[src/rtl/rc4_pkg.sv]
package rc4_pkg;

	// Key storage: four 64-bit words, 32 key bytes in total
	localparam int KEY_WORDS     = 4;
	localparam int KEY_WORD_W    = 64;
	localparam int KEY_BYTES     = KEY_WORDS * KEY_WORD_W / 8;
	localparam int MAX_KEY_BYTES = 32;
	localparam int POS_W         = $clog2(KEY_BYTES);
	localparam int LEN_W         = 6;
	localparam int CFG_IDX_W     = 3;

	typedef logic [7:0] byte_t;

	// Register indexes of the configuration port
	localparam logic [CFG_IDX_W-1:0] CFG_KEY_WORD0 = 3'd0;
	localparam logic [CFG_IDX_W-1:0] CFG_KEY_WORD1 = 3'd1;
	localparam logic [CFG_IDX_W-1:0] CFG_KEY_WORD2 = 3'd2;
	localparam logic [CFG_IDX_W-1:0] CFG_KEY_WORD3 = 3'd3;
	localparam logic [CFG_IDX_W-1:0] CFG_KEY_LEN   = 3'd4;

	// Program addresses of the microcode
	typedef logic [3:0] pc_t;
	localparam pc_t PC_IDLE = 4'd0;
	localparam pc_t PC_D0   = 4'd1;
	localparam pc_t PC_D1   = 4'd2;
	localparam pc_t PC_D2   = 4'd3;
	localparam pc_t PC_D3   = 4'd4;
	localparam pc_t PC_K0   = 4'd5;
	localparam pc_t PC_K1   = 4'd6;
	localparam pc_t PC_K2   = 4'd7;
	localparam pc_t PC_K3   = 4'd8;

	// Table address sources
	typedef enum logic [2:0] {
		A_I    = 3'd0,
		A_K    = 3'd1,
		A_JNEW = 3'd2,
		A_SUM  = 3'd3,
		A_J    = 3'd4
	} addr_sel_t;

	// Table write data sources
	typedef enum logic {
		D_RD = 1'b0,
		D_SI = 1'b1
	} data_sel_t;

	// Sequencer operations
	typedef enum logic [1:0] {
		OP_NEXT     = 2'd0,
		OP_DISPATCH = 2'd1,
		OP_HOLD_OUT = 2'd2,
		OP_LOOP_K   = 2'd3
	} seq_op_t;

	typedef struct packed {
		seq_op_t   op;
		pc_t       next_pc;
		logic      rd_en;
		addr_sel_t rd_addr;
		logic      wr_en;
		addr_sel_t wr_addr;
		data_sel_t wr_data;
		logic      add_key;
		logic      step_j;
		logic      latch_sj;
		logic      emit;
	} ctrl_t;

	typedef struct packed {
		ctrl_t ctrl;
		logic  start_data;
		logic  start_key;
		logic  advance;
	} seq_cmd_t;

	typedef struct packed {
		logic k_last;
		logic out_busy;
	} dp_status_t;

	// Control store: one word per step
	function automatic ctrl_t ucode(pc_t pc);
		ctrl_t w;
		w = '{op: OP_DISPATCH, next_pc: PC_IDLE, rd_en: 1'b0, rd_addr: A_I,
			wr_en: 1'b0, wr_addr: A_I, wr_data: D_RD, add_key: 1'b0,
			step_j: 1'b0, latch_sj: 1'b0, emit: 1'b0};
		case (pc)
			PC_IDLE: begin
				w.op = OP_DISPATCH;
			end
			// Generator step: read S[i]
			PC_D0: begin
				w.op = OP_NEXT; w.next_pc = PC_D1;
				w.rd_en = 1'b1; w.rd_addr = A_I;
			end
			// j += S[i], read S[j]
			PC_D1: begin
				w.op = OP_NEXT; w.next_pc = PC_D2;
				w.rd_en = 1'b1; w.rd_addr = A_JNEW; w.step_j = 1'b1;
			end
			// S[i] = S[j], read S[S[i]+S[j]]
			PC_D2: begin
				w.op = OP_NEXT; w.next_pc = PC_D3;
				w.rd_en = 1'b1; w.rd_addr = A_SUM;
				w.wr_en = 1'b1; w.wr_addr = A_I; w.wr_data = D_RD;
				w.latch_sj = 1'b1;
			end
			// S[j] = old S[i], emit the word
			PC_D3: begin
				w.op = OP_HOLD_OUT; w.next_pc = PC_IDLE;
				w.wr_en = 1'b1; w.wr_addr = A_J; w.wr_data = D_SI;
				w.emit = 1'b1;
			end
			// Key schedule: read S[k]
			PC_K0: begin
				w.op = OP_NEXT; w.next_pc = PC_K1;
				w.rd_en = 1'b1; w.rd_addr = A_K;
			end
			// j += S[k] + key byte, read S[j]
			PC_K1: begin
				w.op = OP_NEXT; w.next_pc = PC_K2;
				w.rd_en = 1'b1; w.rd_addr = A_JNEW; w.add_key = 1'b1; w.step_j = 1'b1;
			end
			// S[k] = S[j]
			PC_K2: begin
				w.op = OP_NEXT; w.next_pc = PC_K3;
				w.wr_en = 1'b1; w.wr_addr = A_K; w.wr_data = D_RD;
			end
			// S[j] = old S[k], loop over k
			PC_K3: begin
				w.op = OP_LOOP_K; w.next_pc = PC_K0;
				w.wr_en = 1'b1; w.wr_addr = A_J; w.wr_data = D_SI;
			end
			default: begin
				w.op = OP_DISPATCH;
			end
		endcase
		return w;
	endfunction

endpackage

[src/rtl/rc4_seq.sv]
module rc4_seq import rc4_pkg::*; (
	input  logic       clk,
	input  logic       arst_n,
	input  logic       in_valid,
	input  logic       cmd,
	input  dp_status_t status,
	output logic       in_ready,
	output seq_cmd_t   sc
);

	pc_t   pc_q;
	pc_t   pc_next;
	ctrl_t ctrl;
	logic  advance;

	assign ctrl = ucode(pc_q);

	// Pick the next step from the control word and the datapath status
	always_comb begin
		pc_next = pc_q;
		advance = 1'b0;
		unique case (ctrl.op)
			OP_NEXT: begin
				advance = 1'b1;
				pc_next = ctrl.next_pc;
			end
			OP_DISPATCH: begin
				if (in_valid) begin
					advance = 1'b1;
					pc_next = cmd ? PC_D0 : PC_K0;
				end
			end
			OP_HOLD_OUT: begin
				if (!status.out_busy) begin
					advance = 1'b1;
					pc_next = ctrl.next_pc;
				end
			end
			OP_LOOP_K: begin
				advance = 1'b1;
				pc_next = status.k_last ? PC_IDLE : ctrl.next_pc;
			end
		endcase
	end

	always_ff @(posedge clk or negedge arst_n) begin
		if (!arst_n) begin
			pc_q <= PC_IDLE;
		end else begin
			pc_q <= pc_next;
		end
	end

	assign in_ready      = (ctrl.op == OP_DISPATCH);
	assign sc.ctrl       = ctrl;
	assign sc.advance    = advance;
	assign sc.start_data = in_ready && in_valid && cmd;
	assign sc.start_key  = in_ready && in_valid && !cmd;

endmodule

[src/rtl/rc4_dp.sv]
module rc4_dp import rc4_pkg::*; (
	input  logic                        clk,
	input  logic                        arst_n,
	input  seq_cmd_t                    sc,
	input  byte_t                       data_byte,
	input  logic [KEY_BYTES-1:0][7:0]   key_bytes,
	input  logic [LEN_W-1:0]            len_eff,
	input  logic                        out_ready,
	output logic                        out_valid,
	output byte_t                       out_byte,
	output dp_status_t                  status
);

	byte_t            mem_q [256];
	logic [255:0]     valid_q;
	byte_t            rdata_q;
	byte_t            raddr_q;
	logic             rvalid_q;

	byte_t            i_q;
	byte_t            j_q;
	byte_t            k_q;
	logic [POS_W-1:0] pos_q;
	byte_t            si_q;
	byte_t            sj_q;
	byte_t            din_q;
	logic             out_valid_q;
	byte_t            out_byte_q;

	byte_t            rdata_eff;
	byte_t            key_b;
	byte_t            j_new;
	byte_t            raddr;
	byte_t            waddr;
	byte_t            wdata;
	byte_t            ks;
	logic [POS_W-1:0] pos_next;

	// Entries never written since the last rekey hold their own index
	assign rdata_eff = rvalid_q ? rdata_q : raddr_q;
	assign key_b     = sc.ctrl.add_key ? key_bytes[pos_q] : 8'd0;
	assign j_new     = j_q + rdata_eff + key_b;

	always_comb begin
		unique case (sc.ctrl.rd_addr)
			A_I:     raddr = i_q;
			A_K:     raddr = k_q;
			A_JNEW:  raddr = j_new;
			A_SUM:   raddr = si_q + rdata_eff;
			A_J:     raddr = j_q;
			default: raddr = i_q;
		endcase
		unique case (sc.ctrl.wr_addr)
			A_I:     waddr = i_q;
			A_K:     waddr = k_q;
			A_JNEW:  waddr = j_new;
			A_SUM:   waddr = si_q + rdata_eff;
			A_J:     waddr = j_q;
			default: waddr = i_q;
		endcase
		unique case (sc.ctrl.wr_data)
			D_RD: wdata = rdata_eff;
			D_SI: wdata = si_q;
		endcase
	end

	// Forward the swapped values: the keystream read overlapped the writes
	always_comb begin
		if (raddr_q == i_q) begin
			ks = sj_q;
		end else if (raddr_q == j_q) begin
			ks = si_q;
		end else begin
			ks = rdata_eff;
		end
	end

	// Cycle through the key bytes
	always_comb begin
		if (({1'b0, pos_q} + 1'b1) >= len_eff) begin
			pos_next = '0;
		end else begin
			pos_next = pos_q + 1'b1;
		end
	end

	// Permutation table, read data registered
	always_ff @(posedge clk) begin
		if (sc.ctrl.wr_en) begin
			mem_q[waddr] <= wdata;
		end
		if (sc.ctrl.rd_en) begin
			rdata_q  <= mem_q[raddr];
			rvalid_q <= valid_q[raddr];
			raddr_q  <= raddr;
		end
	end

	// Drop all valid bits on rekey: the table reads as the identity
	always_ff @(posedge clk or negedge arst_n) begin
		if (!arst_n) begin
			valid_q <= '0;
		end else if (sc.start_key) begin
			valid_q <= '0;
		end else if (sc.ctrl.wr_en) begin
			valid_q[waddr] <= 1'b1;
		end
	end

	// Indices and key position
	always_ff @(posedge clk or negedge arst_n) begin
		if (!arst_n) begin
			i_q   <= '0;
			j_q   <= '0;
			k_q   <= '0;
			pos_q <= '0;
		end else begin
			if (sc.start_key) begin
				j_q   <= '0;
				k_q   <= '0;
				pos_q <= '0;
			end
			if (sc.start_data) begin
				i_q <= i_q + 8'd1;
			end
			if (sc.ctrl.step_j) begin
				j_q <= j_new;
			end
			if (sc.ctrl.op == OP_LOOP_K) begin
				if (status.k_last) begin
					i_q <= '0;
					j_q <= '0;
				end else begin
					k_q   <= k_q + 8'd1;
					pos_q <= pos_next;
				end
			end
		end
	end

	// Hold operands of the swap
	always_ff @(posedge clk) begin
		if (sc.start_data) begin
			din_q <= data_byte;
		end
		if (sc.ctrl.step_j) begin
			si_q <= rdata_eff;
		end
		if (sc.ctrl.latch_sj) begin
			sj_q <= rdata_eff;
		end
		if (sc.ctrl.emit && sc.advance) begin
			out_byte_q <= din_q ^ ks;
		end
	end

	// Output register
	always_ff @(posedge clk or negedge arst_n) begin
		if (!arst_n) begin
			out_valid_q <= 1'b0;
		end else if (sc.ctrl.emit && sc.advance) begin
			out_valid_q <= 1'b1;
		end else if (out_ready) begin
			out_valid_q <= 1'b0;
		end
	end

	assign out_valid       = out_valid_q;
	assign out_byte        = out_byte_q;
	assign status.k_last   = (k_q == 8'hFF);
	assign status.out_busy = out_valid_q && !out_ready;

endmodule

[src/rtl/rc4_stream_cipher_unit.sv]
// RC4 stream cipher. Write the key words (indexes 0 to 3, byte n of the key in bits
// 8n+7..8n) and the key length (index 4, 0 counts as 1, above 32 as 32), then send a
// word with cmd 0 to run the key schedule; it returns no result, and the next word
// is taken only after four table steps for each of the 256 swaps. Each word with
// cmd 1 returns data_byte XOR the next keystream byte through four steps after its
// acceptance, set by the one read and one write port of the permutation table.
// Encryption and decryption are the same. A result waits in an output register; a
// new word is accepted while it waits, and the following result holds until it is
// taken. Key writes take effect at the next rekey; before any rekey the generator
// runs from the identity table. There is no clearing pass after reset.
module rc4_stream_cipher_unit import rc4_pkg::*; (
	input  logic                 clk,
	input  logic                 arst_n,
	input  logic                 in_valid,
	output logic                 in_ready,
	input  logic                 cmd,
	input  logic [7:0]           data_byte,
	output logic                 out_valid,
	input  logic                 out_ready,
	output logic [7:0]           out_byte,
	input  logic                 cfg_valid,
	output logic                 cfg_ready,
	input  logic [CFG_IDX_W-1:0] cfg_index,
	input  logic [63:0]          cfg_data
);

	logic [KEY_WORDS-1:0][KEY_WORD_W-1:0] key_q;
	logic [LEN_W-1:0]                     key_len_q;
	logic [KEY_BYTES-1:0][7:0]            key_bytes;
	logic [LEN_W-1:0]                     len_eff;
	seq_cmd_t                             sc;
	dp_status_t                           status;

	assign cfg_ready = 1'b1;

	// Configuration registers
	always_ff @(posedge clk or negedge arst_n) begin
		if (!arst_n) begin
			key_q     <= '0;
			key_len_q <= LEN_W'(32);
		end else if (cfg_valid && cfg_ready) begin
			unique case (cfg_index)
				CFG_KEY_WORD0: key_q[0]  <= cfg_data;
				CFG_KEY_WORD1: key_q[1]  <= cfg_data;
				CFG_KEY_WORD2: key_q[2]  <= cfg_data;
				CFG_KEY_WORD3: key_q[3]  <= cfg_data;
				CFG_KEY_LEN:   key_len_q <= cfg_data[LEN_W-1:0];
				default: ;
			endcase
		end
	end

	// Split the key words into bytes
	always_comb begin
		for (int n = 0; n < KEY_BYTES; n++) begin
			key_bytes[n] = key_q[n / 8][(n % 8) * 8 +: 8];
		end
	end

	// Clamp the key length
	always_comb begin
		if (key_len_q == '0) begin
			len_eff = LEN_W'(1);
		end else if (key_len_q > LEN_W'(MAX_KEY_BYTES)) begin
			len_eff = LEN_W'(MAX_KEY_BYTES);
		end else begin
			len_eff = key_len_q;
		end
	end

	rc4_seq u_seq (
		.clk      (clk),
		.arst_n   (arst_n),
		.in_valid (in_valid),
		.cmd      (cmd),
		.status   (status),
		.in_ready (in_ready),
		.sc       (sc)
	);

	rc4_dp u_dp (
		.clk       (clk),
		.arst_n    (arst_n),
		.sc        (sc),
		.data_byte (data_byte),
		.key_bytes (key_bytes),
		.len_eff   (len_eff),
		.out_ready (out_ready),
		.out_valid (out_valid),
		.out_byte  (out_byte),
		.status    (status)
	);

	// A rekey never produces a result
	a_rekey_silent: assert property (@(posedge clk) disable iff (!arst_n)
		in_valid && in_ready && !cmd |=> !$rose(out_valid))
		else $error("result raised after a rekey word");

	// A data word keeps the input side closed while it works
	a_data_busy: assert property (@(posedge clk) disable iff (!arst_n)
		in_valid && in_ready && cmd |=> !in_ready)
		else $error("input accepted during a generator step");

	// A result appears only after the sequencer has left idle
	a_result_origin: assert property (@(posedge clk) disable iff (!arst_n)
		$rose(out_valid) |-> $past(!in_ready))
		else $error("result raised while idle");

endmodule
[config.mk]
export PLATFORM = sky130hd
export DESIGN_NAME = rc4_stream_cipher_unit
export DESIGN_NICKNAME = d
export VERILOG_FILES = /design/src/rtl/rc4_pkg.sv /design/src/rtl/rc4_seq.sv /design/src/rtl/rc4_dp.sv /design/src/rtl/rc4_stream_cipher_unit.sv
export SDC_FILE = /design/constraint.sdc
export NUM_CORES = 2
export LEC_CHECK = 0
export BUFFER_PORTS_ARGS = -buffer_cell sky130_fd_sc_hd__clkbuf_2
export CAP_MARGIN = 20
export CORE_MARGIN = 2
export CORE_UTILIZATION = 45
export CTS_CLUSTER_DIAMETER = 150
export DETAILED_ROUTE_END_ITERATION = 8
export PLACE_DENSITY = 0.64
export SLEW_MARGIN = 20
export SYNTH_ARGS = -nofsm -noshare
export SYNTH_HDL_FRONTEND = slang
export SYNTH_HIERARCHICAL = 1
export SYNTH_SLANG_ARGS = --single-unit
[constraint.sdc]
create_clock -name clk -period 8 [get_ports clk]
set_input_delay 0.8 -clock clk [delete_from_list [all_inputs] [get_ports clk]]
set_output_delay 0.8 -clock clk [all_outputs]
set_load 0.05 [all_outputs]
# Yosys cells after proc, flatten, opt, wreduce, memory -nomap -nowiden
# Memory sizes are Yosys's and may differ from the RTL's. A register that Yosys moved wholly into a read port is not among the register bits.
# Cells that the tools add are included.
[classes]
add_sub_neg = 7
multipliers = 0
div = 0
n_lt_le_gt_ge = 6
n_eq_ne = 28
shift = 0
n_mux = 51
n_bitwise = 3
n_reduce_logical = 23
[ops]
columns = ["operator", "count"]
rows = [
  ["$mux W256", 2],
  ["$or A256 B256 Y256", 1],
  ["$mux W8", 15],
  ["$pmux W8 S4", 2],
  ["$bmux W8 S5", 1],
  ["$pmux W4 S4", 2],
  ["$pmux W4 S7", 1],
  ["$add A8 B8 Y8", 3],
  ["$mux W5", 4],
  ["$eq A3 B2 Y1 const B", 6],
  ["$lt A8 B9 Y1 const B", 2],
  ["$add A8 B1 Y8 const B", 2],
  ["$eq A4 B3 Y1 const B", 4],
  ["$eq A8 B8 Y1", 2],
  ["$pmux W8 S2", 1],
  ["$pmux W5 S3", 1],
  ["$mux W1", 12],
  ["$mux W4", 3],
  ["$mux W6", 2],
  ["$reduce_and A2 Y1", 6],
  ["$eq A3 B1 Y1 const B", 3],
  ["$eq A3 B3 Y1 const B", 3],
  ["$bmux W1 S8", 1],
  ["$demux W1 S8", 1],
  ["26 further kinds", 38],
]
[totals]
regBits = 593
latch_bits = 0
ram_bits = 2048
rom_bits = 0
input_bits = 81
out_inout_bits = 11
word_cells = 137
n_memories = 1
[mem_list]
columns = ["memory", "depth", "width", "rd", "rd_clocked_by_memory_dff", "write_ports", "line", "text"]
rows = [
  ["u_dp.mem_q", 256, 8, 1, 1, 1, "rc4_dp.sv:14", "byte_t mem_q [256];"],
]

# Depth between registers and ports, before layout
[logic_depth]
depth_word = 12
mapped_depth = 33
mapped_depth_nobuf = 26

# Hierarchy
# The synthesis kept the hierarchy.
[by_module_without_submodules]
columns = ["module", "n_inst", "cells_per_inst", "area_each_um2", "seq_area_each_um2"]
rows = [
  ["rc4_dp", 1, 8161, 100659.0, 70127.3],
  ["rc4_stream_cipher_unit", 1, 568, 10750.3, 6557.5],
  ["rc4_seq", 1, 72, 508.0, 100.1],
]

# Worst setup path before layout
# OpenSTA, ideal clock, no wires.
[synth_path]
path_type = "flip-flop to flip-flop"
startpoint = "register u_dp.pos_q[0]"
endpoint = "register u_dp.rdata_q[3] (read register of u_dp.mem_q), data pin"
setup_time_ps = 265
arrival_time_ps = 6294
t_required_ps = 7735
setup_slack_ps = 1441
path_stages_with_launch = 29
path_buffers = 7
period_less_slack_ps = 6559
cell_sequence = "dfrtp_1 > buf_2 > buf_2 > buf_1 > buf_1 > mux4_2 > o22ai_1 > a21oi_1 > nand2_1 > o21ai_0 > nand2_1 > fa_1 > inv_1 > ha_1 > inv_1 > fa_1 > a22o_1 > a211o_1 > inv_2 > buf_2 > buf_1 > buf_2 > mux2i_1 > o22ai_1 > a2111oi_0 > o21ai_0 > a221oi_1 > a21oi_1 > a2bb2oi_1"
[synth_via]
elab_chain_cells = 5
[synth_rtl]
columns = ["element", "line", "text"]
rows = [
  ["start, declared", "rc4_dp.sv:23", "logic [POS_W-1:0] pos_q;"],
  ["start signal, assigned", "rc4_dp.sv:135", "pos_q <= pos_next;"],
  ["$bmux W8 S5", "rc4_dp.sv:41", "assign key_b = sc.ctrl.add_key ? key_bytes[pos_q] : 8'd0;"],
  ["$mux W8 (implied by the code)", "rc4_dp.sv:41", ""],
  ["$mux W8", "rc4_dp.sv:41", ""],
  ["$add A8 B8 Y8", "rc4_dp.sv:42", "assign j_new = j_q + rdata_eff + key_b;"],
  ["$pmux W8 S4", "rc4_dp.sv:45", "unique case (sc.ctrl.rd_addr)"],
  ["end, declared", "rc4_dp.sv:16", "byte_t rdata_q;"],
]
# No other way between the ends. The select of a mux whose other input is x is not followed.
# A chain may end at the register's enable or synchronous reset.

# Worst setup path in the final report
[layout_path]
startpoint = "register u_dp.pos_q[1]"
endpoint = "register u_dp.rdata_q[5] (read register of u_dp.mem_q), data pin"
# The elaborated chain is that of the path after synthesis.

==> summary.txt <==
Hold path
  – Worst min-delay path startpoint: data_byte[7]
  – WHS Endpoint: u_dp/din_q[7]$_DFFE_PP_
  – Hold Path Class: input pin to flop
  – Worst hold stages: 1

STA
  – RSZ-0062 raised after global routing: false
  – Rel. slew slack: 17.0%
  – Max Transition Viols Final: 0
  – Min Tclk post-route: 7490 ps
  – Setup TNS: 0 ps
  – Final Worst Setup Slack: 509 ps
  – Final Setup Violations: 0
  – Final period util: 93.6%
  – Least-Margin Pin Slew: about 1200 ps
  – Clock Skews: 59.3 ps
  – Max Freq: 133 MHz
  – Final hold violations: 0
  – Final hold slack: 61.6 ps

Synthesis
  – Post-Synthesis Cell Area: between 100,000 and 150,000 um^2
  – Gate Count Post-Synth: 8,795
  – Synth warn: 6
  – Syn Area/Cell: 12.7 um^2

Final layout
  – Share of cells above drive strength 1: 13.3%
  – Nets@finish: 8,988
  – Layout Area Growth over Synthesis: 12.8%
  – Fillers: 20,900

Floorplanning
  – Boundary Pins: 92
  – Die X: a little over 500 um
  – Die area: around 250,000 um^2
  – Die height: ~500 um
  – Core Area: about 250,000 um^2
  – # rows: 183
  – Starting Density: 45.1%

Clock network
  – CTS tree: yes
  – Root Driver: clkbuf_16
  – Clk buf depth: 4
  – Clock transition at path regs: around 60 ps
  – Worst skew pair latency: slightly above 900 ps
  – CTS resizes: 0
  – H-tree levels: 5
  – Cts bufs inserted: 297
  – # clock sinks: 2,649

Placement
  – Placer Congestion: 1.01
  – Port Buf Inserts: 90
  – Dpl hpwl: about 240 mm
  – Post-Place Setup Slack: between 600 and 700 ps

Worst setup path
  – Critical path endpoint category: flop
  – R2R Path Start: u_dp/pos_q[1]$_DFF_PN0_
  – Data required, critical path: between 8000 and 9000 ps
  – Crit path max fanout: 72
  – Worst path bufs/invs: 5
  – Worst EP arrival: 8270 ps
  – Crit path max-delay family: compound AO/OA/AOI/OAI gates
  – Kind of critical path: flop to flop
  – FF-to-FF path depth: 25
  – CP most frequent cell: nand2_1
  – Worst path slowest cell: a311oi_1
  – Crit path largest cell delay: just over 1000 ps
  – R2R setup slack: 510 ps
  – Reg-to-Reg End: u_dp/rdata_q[5]$_DFFE_PP_
  – Nature of the critical path startpoint: flop

Routing
  – DR pass1 iterations: 7
  – DRT Wirelength: 375 mm
  – Vias per inst: around 6.2
  – Final ANT Viol Nets: 0
  – Post-DR wirelength/cell: 30.2 um
  – Drt initial violations: 11,400
  – Routed via count: a little under 80,000
  – DRC: 0

Global routing
  – Vias in the first global route: 73,100
  – Gr ovfl total: 0
  – First-pass GRT wire length: 536 mm
  – Initial antenna violation count: 16
  – GRT Resource Usage Total: between 20 and 30%
  – Pin count of the biggest net entering global routing: roughly 220

Flow run
  – Total of max-cap violations: 0

Status
  – Status: complete, no violations
## cell type report
| class | count | area [um^2] | area share, % |
|---|---|---|---|
| well taps | 3330 | 4170 | 3.30 |
| flip-flops and latches | 2649 | 76800 | 60.9 |
| repair buffers | 402 | 3500 | 2.78 |
| clock buffers | 376 | 8010 | 6.34 |
| clock inverters | 122 | 1080 | 0.856 |
| multi-input cells | 5489 | 32500 | 25.7 |
| inverters | 37 | 163 | 0.129 |
| diodes | 6 | 15.0 | 0.0119 |
## layout by cell type (no fill, tap or decap), drive strengths merged, types with 22 or more instances in the layout
cell type,count
xor2,26
o221ai,35
a31oi,169
o22ai,68
a221oi,33
inv,44
nor4,30
nor2b,26
nor3,50
clkinv,92
nor2,682
nand4,41
nand2,1834
clkbuf,465
and3,235
a32oi,58
a21oi,439
xnor2,23
buf,311
dfrtp,551
mux2i,255
mux2,287
nand2b,23
o21ai,127
a211oi,127
a311oi,150
nand3,466
ha,22
mux4,38
edfxtp,2097
## routing by layer
metal | vias to the layer above | share of wire [%] | wire [um] | GRT usage [%]
li1 | 32600 | - | - | -
met1 | 39000 | 38 | 142000 | 39.3
met2 | 4783 | 44 | 167000 | 43.8
met3 | 995 | 12 | 44400 | 7.62
met4 | 18 | 5.8 | 21700 | 14.5
met5 | - | 0.029 | 109 | 0
## registers in the layout, indices dropped and copies added, names as in the netlist, 4 cells and up
name	count
key_bytes	256
key_len_q	6
u_dp/din_q	8
u_dp/i_q	8
u_dp/j_q	8
u_dp/k_q	8
u_dp/mem_q	2048
u_dp/out_byte	8
u_dp/pos_q	5
u_dp/raddr_q	8
u_dp/rdata_q	8
u_dp/si_q	8
u_dp/sj_q	8
u_dp/valid_q	256
u_seq/pc_q	4
## through the flow
step	cell area, um^2	cells	util, %
6_report	126000	12400	50.9
5_1_grt	126000	12400	50.9
4_1_cts	126000	12400	50.9
3_5_place_dp	117000	11900	47.2
3_3_place_gp	117000	11900	47.1
2_1_floorplan	112000	8796	-
## worst max-delay path by stage
stage | start | end | slack (ps) | cells past startpoint
2_1_floorplan | u_dp/pos_q[0]$_DFF_PN0_ | u_dp/rdata_q[3]$_DFFE_PP_ | 1440 | 28
3_3_place_gp | u_dp/pos_q[0]$_DFF_PN0_ | u_dp/rdata_q[4]$_DFFE_PP_ | 320 | 28
3_5_place_dp | u_dp/pos_q[0]$_DFF_PN0_ | u_dp/rvalid_q$_DFFE_PP_ | 610 | 29
4_1_cts | u_dp/pos_q[0]$_DFF_PN0_ | u_dp/rvalid_q$_DFFE_PP_ | 540 | 29
5_1_grt | u_dp/pos_q[1]$_DFF_PN0_ | u_dp/rvalid_q$_DFFE_PP_ | 270 | 26
6_report | u_dp/pos_q[1]$_DFF_PN0_ | u_dp/rdata_q[5]$_DFFE_PP_ | 510 | 25
## repair_timing
action,CTS,global route
endpoints found under the hold margin,103,0
setup buffers,0,0
hold buffers,1,0
Power is not shown: default switching activity piles up to over one toggle a cycle in this logic, so the estimate is an artifact.
